--- config.mk ---
export PLATFORM = sky130hd
export DESIGN_NAME = base64_stream_decoder_top
export DESIGN_NICKNAME = d
export VERILOG_FILES = /design/src/hw/rtl/b64d_pkg.sv /design/src/hw/rtl/base64_stream_decoder_top.sv /design/src/hw/rtl/b64d_front.sv /design/src/hw/rtl/b64d_queue.sv /design/src/hw/rtl/b64d_back.sv
export SDC_FILE = /design/constraint.sdc
export NUM_CORES = 1
export LEC_CHECK = 0
export BUFFER_PORTS_ARGS = -buffer_cell sky130_fd_sc_hd__clkbuf_2
export CAP_MARGIN = 25
export CORE_MARGIN = 5
export CORE_UTILIZATION = 50
export DETAILED_ROUTE_END_ITERATION = 7
export PLACE_DENSITY = 0.74
export SYNTH_ARGS = -nofsm -noshare
export SYNTH_HDL_FRONTEND = slang
export SYNTH_SLANG_ARGS = --single-unit
--- constraint.sdc ---
create_clock -name clk -period 3.75 [get_ports clk]
set_clock_uncertainty 0.05 [all_clocks]
set_input_delay 0.375 -clock clk [delete_from_list [all_inputs] [get_ports clk]]
set_output_delay 0.375 -clock clk [all_outputs]
set_load 0.1 [all_outputs]
--- src/hw/rtl/b64d_pkg.sv ---
// ----------------------------------------------------------------------------
// b64d_pkg
// Shared types and constants of the base64 stream decoder.
// ----------------------------------------------------------------------------
package b64d_pkg;

	localparam logic [7:0] CH_PAD = 8'h3D;

	localparam int unsigned TOTAL_W = 24;
	localparam logic [TOTAL_W-1:0] TOTAL_MAX = {TOTAL_W{1'b1}};

	// decoder queue depth, power of two
	localparam int unsigned Q_DEPTH = 4;
	localparam int unsigned Q_AW = $clog2(Q_DEPTH);

	typedef enum logic [1:0] {
		KIND_DATA    = 2'd0,
		KIND_END_OK  = 2'd1,
		KIND_END_ERR = 2'd2
	} kind_t;

	// work handed from the front to the back for one accepted character
	typedef struct packed {
		logic [2:0][7:0] bytes;   // decoded bytes, index 0 goes out first
		logic [1:0]      nbytes;  // 0..3
		logic            last;    // end result follows the bytes
		logic            err;     // end result reports a format error
	} job_t;

endpackage

--- src/hw/rtl/base64_stream_decoder_top.sv ---
// ----------------------------------------------------------------------------
// base64_stream_decoder_top
// Streaming base64 decoder, one character in, decoded bytes and end status out.
// ----------------------------------------------------------------------------
// Input stream s_*: one character per transaction in s_tdata, s_tlast marks
// the last character of a string. Output stream m_*: one result per
// transaction, m_tuser gives its kind (data byte, end ok, end with error),
// m_tdata carries the byte and the saturated running byte count.
// A character is taken every cycle while the job queue has room. Bytes of a
// quartet appear when its fourth character arrives, the end result follows
// them on the last character. The first result of a character passes through the
// job queue and the output register. The output side moves one result per cycle
// while the receiver takes them, so a character that completes a quartet at end
// of string occupies it for up to four results; the four-entry job queue absorbs the difference.
// When the receiver stalls, the output register holds its result, the queue
// fills and s_tready drops. Reset clears the quartet state, the count and
// the queue; no result is pending afterwards.
// ----------------------------------------------------------------------------
module base64_stream_decoder_top
	import b64d_pkg::*;
#(
	parameter int unsigned COUNT_WIDTH = 24
) (
	input  logic        clk,
	input  logic        arst_n,
	input  logic        s_tvalid,
	output logic        s_tready,
	input  logic [7:0]  s_tdata,   // [7:0] text_char
	input  logic        s_tlast,   // end_of_text
	output logic        m_tvalid,
	input  logic        m_tready,
	output logic [31:0] m_tdata,   // [7:0] data_byte, [31:8] decoded_total
	output logic [1:0]  m_tuser    // [1:0] result_kind
);

	logic               q_full;
	logic               push;
	job_t               wr_job;
	logic               pop;
	logic               rd_valid;
	job_t               rd_job;
	kind_t              kind;
	logic [7:0]         data_byte;
	logic [TOTAL_W-1:0] decoded_total;

	b64d_front u_front (
		.clk         (clk),
		.arst_n      (arst_n),
		.in_valid    (s_tvalid),
		.in_ready    (s_tready),
		.text_char   (s_tdata),
		.end_of_text (s_tlast),
		.q_full      (q_full),
		.push        (push),
		.job         (wr_job)
	);

	b64d_queue u_queue (
		.clk      (clk),
		.arst_n   (arst_n),
		.push     (push),
		.wr_job   (wr_job),
		.full     (q_full),
		.pop      (pop),
		.rd_valid (rd_valid),
		.rd_job   (rd_job)
	);

	b64d_back #(
		.COUNT_WIDTH (COUNT_WIDTH)
	) u_back (
		.clk           (clk),
		.arst_n        (arst_n),
		.job_valid     (rd_valid),
		.job           (rd_job),
		.pop           (pop),
		.out_valid     (m_tvalid),
		.out_ready     (m_tready),
		.result_kind   (kind),
		.data_byte     (data_byte),
		.decoded_total (decoded_total)
	);

	assign m_tdata = {decoded_total, data_byte};
	assign m_tuser = kind;

endmodule

--- src/hw/rtl/b64d_front.sv ---
// ----------------------------------------------------------------------------
// b64d_front
// Accepts characters, tracks the quartet and turns characters that yield bytes or end the string into jobs.
// ----------------------------------------------------------------------------
module b64d_front
	import b64d_pkg::*;
(
	input  logic       clk,
	input  logic       arst_n,
	input  logic       in_valid,
	output logic       in_ready,
	input  logic [7:0] text_char,
	input  logic       end_of_text,
	input  logic       q_full,
	output logic       push,
	output job_t       job
);

	logic [1:0]      phase_q, phase_n;
	logic [2:0][5:0] sx_q, sx_n;
	logic            pad3_q, pad3_n;
	logic            inv_q, inv_n;
	logic            padseen_q, padseen_n;
	logic            err_q, err_n;

	logic            accept;
	logic            c_bad;
	logic [5:0]      c_val;
	logic            pad4;
	logic            bad;

	// standard alphabet lookup; anything else is flagged bad
	always_comb begin
		c_bad = 1'b0;
		c_val = 6'd0;
		if (text_char >= 8'h41 && text_char <= 8'h5A) begin
			c_val = 6'(text_char - 8'h41);
		end else if (text_char >= 8'h61 && text_char <= 8'h7A) begin
			c_val = 6'(text_char - 8'h61 + 8'd26);
		end else if (text_char >= 8'h30 && text_char <= 8'h39) begin
			c_val = 6'(text_char - 8'h30 + 8'd52);
		end else if (text_char == 8'h2B) begin
			c_val = 6'h3E;
		end else if (text_char == 8'h2F) begin
			c_val = 6'h3F;
		end else begin
			c_bad = 1'b1;
		end
	end

	assign in_ready = !q_full;
	assign accept   = in_valid && in_ready;
	assign pad4     = (text_char == CH_PAD);

	always_comb begin
		phase_n   = phase_q;
		sx_n      = sx_q;
		pad3_n    = pad3_q;
		inv_n     = inv_q;
		padseen_n = padseen_q;
		err_n     = err_q;
		bad       = 1'b0;
		job.bytes  = '0;
		job.nbytes = 2'd0;
		job.last   = end_of_text;
		if (phase_q != 2'd3) begin
			if (phase_q == 2'd2 && pad4) begin
				pad3_n   = 1'b1;
				sx_n[2]  = 6'd0;
			end else begin
				inv_n = inv_q | c_bad;
				sx_n[phase_q] = c_bad ? 6'd0 : c_val;
			end
			phase_n = phase_q + 2'd1;
		end else begin
			bad   = inv_q || padseen_q || (!pad4 && (pad3_q || c_bad));
			err_n = err_q | bad;
			job.bytes[0] = {sx_q[0], sx_q[1][5:4]};
			job.bytes[1] = {sx_q[1][3:0], sx_q[2][5:2]};
			job.bytes[2] = {sx_q[2][1:0], c_val};
			if (!err_n) begin
				job.nbytes = pad4 ? (pad3_q ? 2'd1 : 2'd2) : 2'd3;
			end
			padseen_n = padseen_q | pad4;
			phase_n   = 2'd0;
			sx_n      = '0;
			pad3_n    = 1'b0;
			inv_n     = 1'b0;
		end
		job.err = err_n;
		if (end_of_text) begin
			phase_n   = 2'd0;
			sx_n      = '0;
			pad3_n    = 1'b0;
			inv_n     = 1'b0;
			padseen_n = 1'b0;
			err_n     = 1'b0;
		end
	end

	assign push = accept && (job.nbytes != 2'd0 || end_of_text);

	always_ff @(posedge clk or negedge arst_n) begin
		if (!arst_n) begin
			phase_q   <= 2'd0;
			sx_q      <= '0;
			pad3_q    <= 1'b0;
			inv_q     <= 1'b0;
			padseen_q <= 1'b0;
			err_q     <= 1'b0;
		end else if (accept) begin
			phase_q   <= phase_n;
			sx_q      <= sx_n;
			pad3_q    <= pad3_n;
			inv_q     <= inv_n;
			padseen_q <= padseen_n;
			err_q     <= err_n;
		end
	end

endmodule

--- src/hw/rtl/b64d_queue.sv ---
// ----------------------------------------------------------------------------
// b64d_queue
// Small FIFO of jobs between the front and the back.
// ----------------------------------------------------------------------------
module b64d_queue
	import b64d_pkg::*;
(
	input  logic clk,
	input  logic arst_n,
	input  logic push,
	input  job_t wr_job,
	output logic full,
	input  logic pop,
	output logic rd_valid,
	output job_t rd_job
);

	job_t            mem_q [Q_DEPTH];
	logic [Q_AW-1:0] wp_q;
	logic [Q_AW-1:0] rp_q;
	logic [Q_AW:0]   cnt_q;
	logic            do_push;
	logic            do_pop;

	assign full     = (cnt_q == (Q_AW+1)'(Q_DEPTH));
	assign rd_valid = (cnt_q != '0);
	assign rd_job   = mem_q[rp_q];
	assign do_push  = push && !full;
	assign do_pop   = pop && rd_valid;

	always_ff @(posedge clk) begin
		if (do_push) begin
			mem_q[wp_q] <= wr_job;
		end
	end

	always_ff @(posedge clk or negedge arst_n) begin
		if (!arst_n) begin
			wp_q  <= '0;
			rp_q  <= '0;
			cnt_q <= '0;
		end else begin
			if (do_push) begin
				wp_q <= wp_q + 1'b1;
			end
			if (do_pop) begin
				rp_q <= rp_q + 1'b1;
			end
			case ({do_push, do_pop})
				2'b10:   cnt_q <= cnt_q + 1'b1;
				2'b01:   cnt_q <= cnt_q - 1'b1;
				default: cnt_q <= cnt_q;
			endcase
		end
	end

endmodule

--- src/hw/rtl/b64d_back.sv ---
// ----------------------------------------------------------------------------
// b64d_back
// Expands jobs into result transactions, keeps the byte count, output register.
// ----------------------------------------------------------------------------
module b64d_back
	import b64d_pkg::*;
#(
	parameter int unsigned COUNT_WIDTH = 24
) (
	input  logic                 clk,
	input  logic                 arst_n,
	input  logic                 job_valid,
	input  job_t                 job,
	output logic                 pop,
	output logic                 out_valid,
	input  logic                 out_ready,
	output kind_t                result_kind,
	output logic [7:0]           data_byte,
	output logic [TOTAL_W-1:0]   decoded_total
);

	localparam int unsigned EW = (COUNT_WIDTH > TOTAL_W) ? COUNT_WIDTH : TOTAL_W;
	localparam logic [COUNT_WIDTH-1:0] CNT_MAX = {COUNT_WIDTH{1'b1}};

	logic [COUNT_WIDTH-1:0] cnt_q, cnt_n;
	logic [1:0]             idx_q;
	logic                   vld_q;
	kind_t                  kind_q;
	logic [7:0]             byte_q;
	logic [TOTAL_W-1:0]     total_q;

	logic                   load;
	logic                   is_byte;
	logic                   job_done;
	logic [EW-1:0]          cnt_ext;
	logic [TOTAL_W-1:0]     total_n;
	kind_t                  kind_n;

	assign load    = job_valid && (!vld_q || out_ready);
	assign is_byte = (idx_q < job.nbytes);
	assign job_done = is_byte ? (!job.last && idx_q == job.nbytes - 2'd1) : 1'b1;
	assign pop     = load && job_done;

	always_comb begin
		cnt_n = cnt_q;
		if (is_byte && cnt_q != CNT_MAX) begin
			cnt_n = cnt_q + 1'b1;
		end
	end

	assign cnt_ext = EW'(cnt_n);
	assign total_n = (cnt_ext > EW'(TOTAL_MAX)) ? TOTAL_MAX : cnt_ext[TOTAL_W-1:0];
	assign kind_n  = is_byte ? KIND_DATA : (job.err ? KIND_END_ERR : KIND_END_OK);

	always_ff @(posedge clk or negedge arst_n) begin
		if (!arst_n) begin
			vld_q <= 1'b0;
			idx_q <= 2'd0;
			cnt_q <= '0;
		end else begin
			if (load) begin
				vld_q <= 1'b1;
				idx_q <= job_done ? 2'd0 : idx_q + 2'd1;
				// end of string starts the next one from zero
				cnt_q <= is_byte ? cnt_n : '0;
			end else if (out_ready) begin
				vld_q <= 1'b0;
			end
		end
	end

	always_ff @(posedge clk) begin
		if (load) begin
			kind_q  <= kind_n;
			byte_q  <= is_byte ? job.bytes[idx_q] : 8'd0;
			total_q <= total_n;
		end
	end

	assign out_valid     = vld_q;
	assign result_kind   = kind_q;
	assign data_byte     = byte_q;
	assign decoded_total = total_q;

endmodule

==> reports/results.ini <==
[outcome]
status=finished clean

[routing]
via_count=5949
routed_wl_mm=19.2
viasPerCell=5.95
ant_nets=0
drt-wirelength-per-cell_um=19.2
drt_iter0_drc=532
remaining_drc_errors=0
drtPass1Iterations=5

[cts]
htreeDepth=1
clock_path_buffers=3
clkLatencyLatePin_ns=0.50
cts_root_buf=clkbuf_16
clkSinkCount=204
cts_tree=built
cts_buffers=21
clk_pin_slew_ns=0.06

[final_layout]
postLayoutCellArea_um2=10500
area_growth_pct=12.1
final_cells=999
fin_util=0.565
diodes=0
num-nets-final=785
drive_above_1_share=0.178

[timing]
finalCriticalPeriod_ns=3.12
fmax_mhz=320
hold_viol=0
period_share=0.833
drv_slew=0
slew-limit-headroom=0.410
rsz0062_at_grt=false
setup_tns_ns=0
finalSetupViolCount=0
worst_pin_slew_ns=0.876

[hold_path]
hold_class=in -> reg

[die]
die-width_um=147
die_h_um=147
dieArea_um2=21500
start_util=0.504
fp.coreArea_um2=18500
ios=49
rows=50

[setup_path]
worst_setup_path_start_kind=flip-flop
slowest_stage=mux4_2
cp_top_family=adder cells
crit_buf_inv=1
crit_fanout=5
required_ns=4.12
crit_chain=mux4_2 -> ha_1 -> or3_1 -> a21oi_2 -> ha_1 -> inv_1 -> fa_1 -> xor2_1 -> nor2_1 -> xor2_1
crit_type=reg -> reg
end_kind=flip-flop
arrival_ns=3.49
critical_path.max_stage_delay_ns=0.56

[synth]
postSynth.asyncResetShare=0.284
synth_area_per_cell_um2=13.4
synth_area_um2=9330
ys.flop_type=edfxtp_1
ys_warn_count=0
synth.distinct_cells=62
synth_seq_cells=204
postSynthCellCount=696
synth_edf_count=146
ys_seq_area_frac=0.625
synthesis.nets=731

[pwr]
switching_share=0.413
leakage_nw=4.02
power.total_w=0.00814
seqPwrFrac=0.374
combPwrFrac=0.393
power_switching_w=0.00336
clkPwrFrac=0.234
p_per_area_nw_per_um2=778
p_int_w=0.00478
ir_drop_mv=0.437

[global_route]
grt_pass1_wl_mm=31.2
antenna_found_initial=0
grt_max_degree=46
gr-total-overflow=0
grt_util_all_layers=0.179
first_global_vias=5914

[placement]
placed_cells=960
place_area_um2=9830
io_buffers=48
gp_congestion=0.932
hpwl_mm=12.5

[job]
cap_violations=0

==> worst reg2reg max path, stage by stage, from the launching register on <==
cell and delay [ns]:
dfrtp_2 0.44, mux4_2 0.56, ha_1 0.31, or3_1 0.40, a21oi_2 0.22, ha_1 0.22
inv_1 0.06, fa_1 0.37, xor2_1 0.15, nor2_1 0.11, xor2_1 0.15
==> kinds of logic (layout without fill, tap and decap cells) <==
kind of cell             count (synthesis)  after routing  share of synthesized area
AO/OA/AOI/OAI                          143            143                     0.0981
multiplexers                            41             41                     0.0818
AND/OR/NAND/NOR                        198            198                      0.108
flip-flops                             204            204                      0.625
adder cells (fa/ha/maj)                 22             22                     0.0303
XOR/XNOR                                31             31                     0.0306
buffers and inverters                   57            126                     0.0256
==> synth_stat cells, types with 4 or more instances <==
cell / n / area share
a211oi_1: 4 / 0.0032
a21o_1: 4 / 0.0032
a21oi_1: 35 / 0.019
a22o_1: 10 / 0.0094
a31oi_1: 14 / 0.0094
and2_1: 33 / 0.022
and3_1: 7 / 0.0047
buf_2: 13 / 0.0070
clkbuf_1: 16 / 0.0064
dfrtp_1: 58 / 0.16
edfxtp_1: 146 / 0.47
ha_1: 21 / 0.028
inv_1: 25 / 0.010
mux2i_1: 11 / 0.012
mux4_2: 28 / 0.068
nand2_1: 54 / 0.022
nand2b_1: 5 / 0.0034
nand3_1: 18 / 0.0097
nand4_1: 9 / 0.0060
nor2_1: 38 / 0.015
nor3_1: 9 / 0.0048
o21ai_0: 35 / 0.019
o31ai_1: 15 / 0.012
or3_1: 6 / 0.0040
xnor2_1: 21 / 0.020
xor2_1: 9 / 0.0084
==> power by group through the flow <==
stage | Sequential [W] | Combinational (W) | Clock, W
after detailed placement | 0.00309 | 0.00320 | 0
after global routing | 0.00309 | 0.00343 | 0.00204
after global placement | 0.00306 | 0.00314 | 0
after CTS | 0.00304 | 0.00322 | 0.00194
after floorplan | 0.00405 | 0.00159 | 0
final | 0.00304 | 0.00320 | 0.00190
==> layout make-up <==
type / count / area, um2
clock buffer: 24 / 547
fill: 1468 / 8050
clock inverter: 14 / 81.3
tap: 234 / 293
multi-input combinational: 435 / 3260
sequential: 204 / 5840
timing repair buffer: 63 / 355
inverter: 25 / 93.8
==> sequential cells by signal, summed over array words and instances, names as in the netlist, 2 cells and up <==
register,cells
u_queue.mem_q,112
u_back.cnt_q,24
u_back.decoded_total,24
u_front.sx_q,18
u_back.data_byte,8
u_queue.cnt_q,3
u_back.idx_q,2
u_back.result_kind,2
u_front.phase_q,2
u_queue.rp_q,2
u_queue.wp_q,2
==> per-layer routing <==
metal  vias to the layer above  global-route usage  wire [um]
met5                         -                   0          0
met4                         0              0.0536        543
met3                        57              0.0295       1260
met2                       278               0.304       9380
met1                      2891               0.237       8010
li1                       2723                   -          -
==> layout by cell type (no fill, tap or decap), types with 4 or more instances in the layout <==
master	instances
edfxtp_1	146
dfrtp_1	57
nand2_1	54
clkbuf_2	48
nor2_1	38
a21oi_1	35
o21ai_0	35
and2_1	33
mux4_2	28
inv_1	25
xnor2_1	21
ha_1	21
clkbuf_16	21
nand3_1	18
o31ai_1	15
a31oi_1	14
buf_4	14
mux2i_1	11
a22o_1	10
nor3_1	9
nand4_1	9
xor2_1	9
and3_1	7
or3_1	6
clkinv_2	6
nand2b_1	5
a211oi_1	4
a21o_1	4
clkinv_1	4
==> through the flow <==
step	worst slack, ns	hold WS, ns
after global routing	0.437	0.0758
after CTS	0.607	0.0529
after global placement	0.645	0.408
after detailed placement	0.440	0.428
after floorplan	0.806	0.0294
final	0.627	0.0754
==> repair_timing <==
action / CTS / global route
buffers inserted: 0 / 0
resized for setup: 0 / 0
hold buffers: 1 / 0
endpoints found under the hold margin: 31 / 0
==> path summary, 6_finish.rpt <==
check	from	end	slack [ns]	cells past startpoint
worst min-delay path	m_tready	u_back.out_valid	0.08	4
worst max-delay path	u_queue.rp_q[0]	u_queue.cnt_q[2]	0.63	10
worst max register to register	u_queue.rp_q[0]	u_queue.cnt_q[2]	0.63	10
worst min register to register	u_front.sx_q[1]	u_front.sx_q[1]	0.44	1
min in group asynchronous	arst_n	u_back.out_valid	0.47	2
max in group asynchronous	arst_n	u_front.sx_q[2]	2.29	3
(Power assumes the default switching activity.)
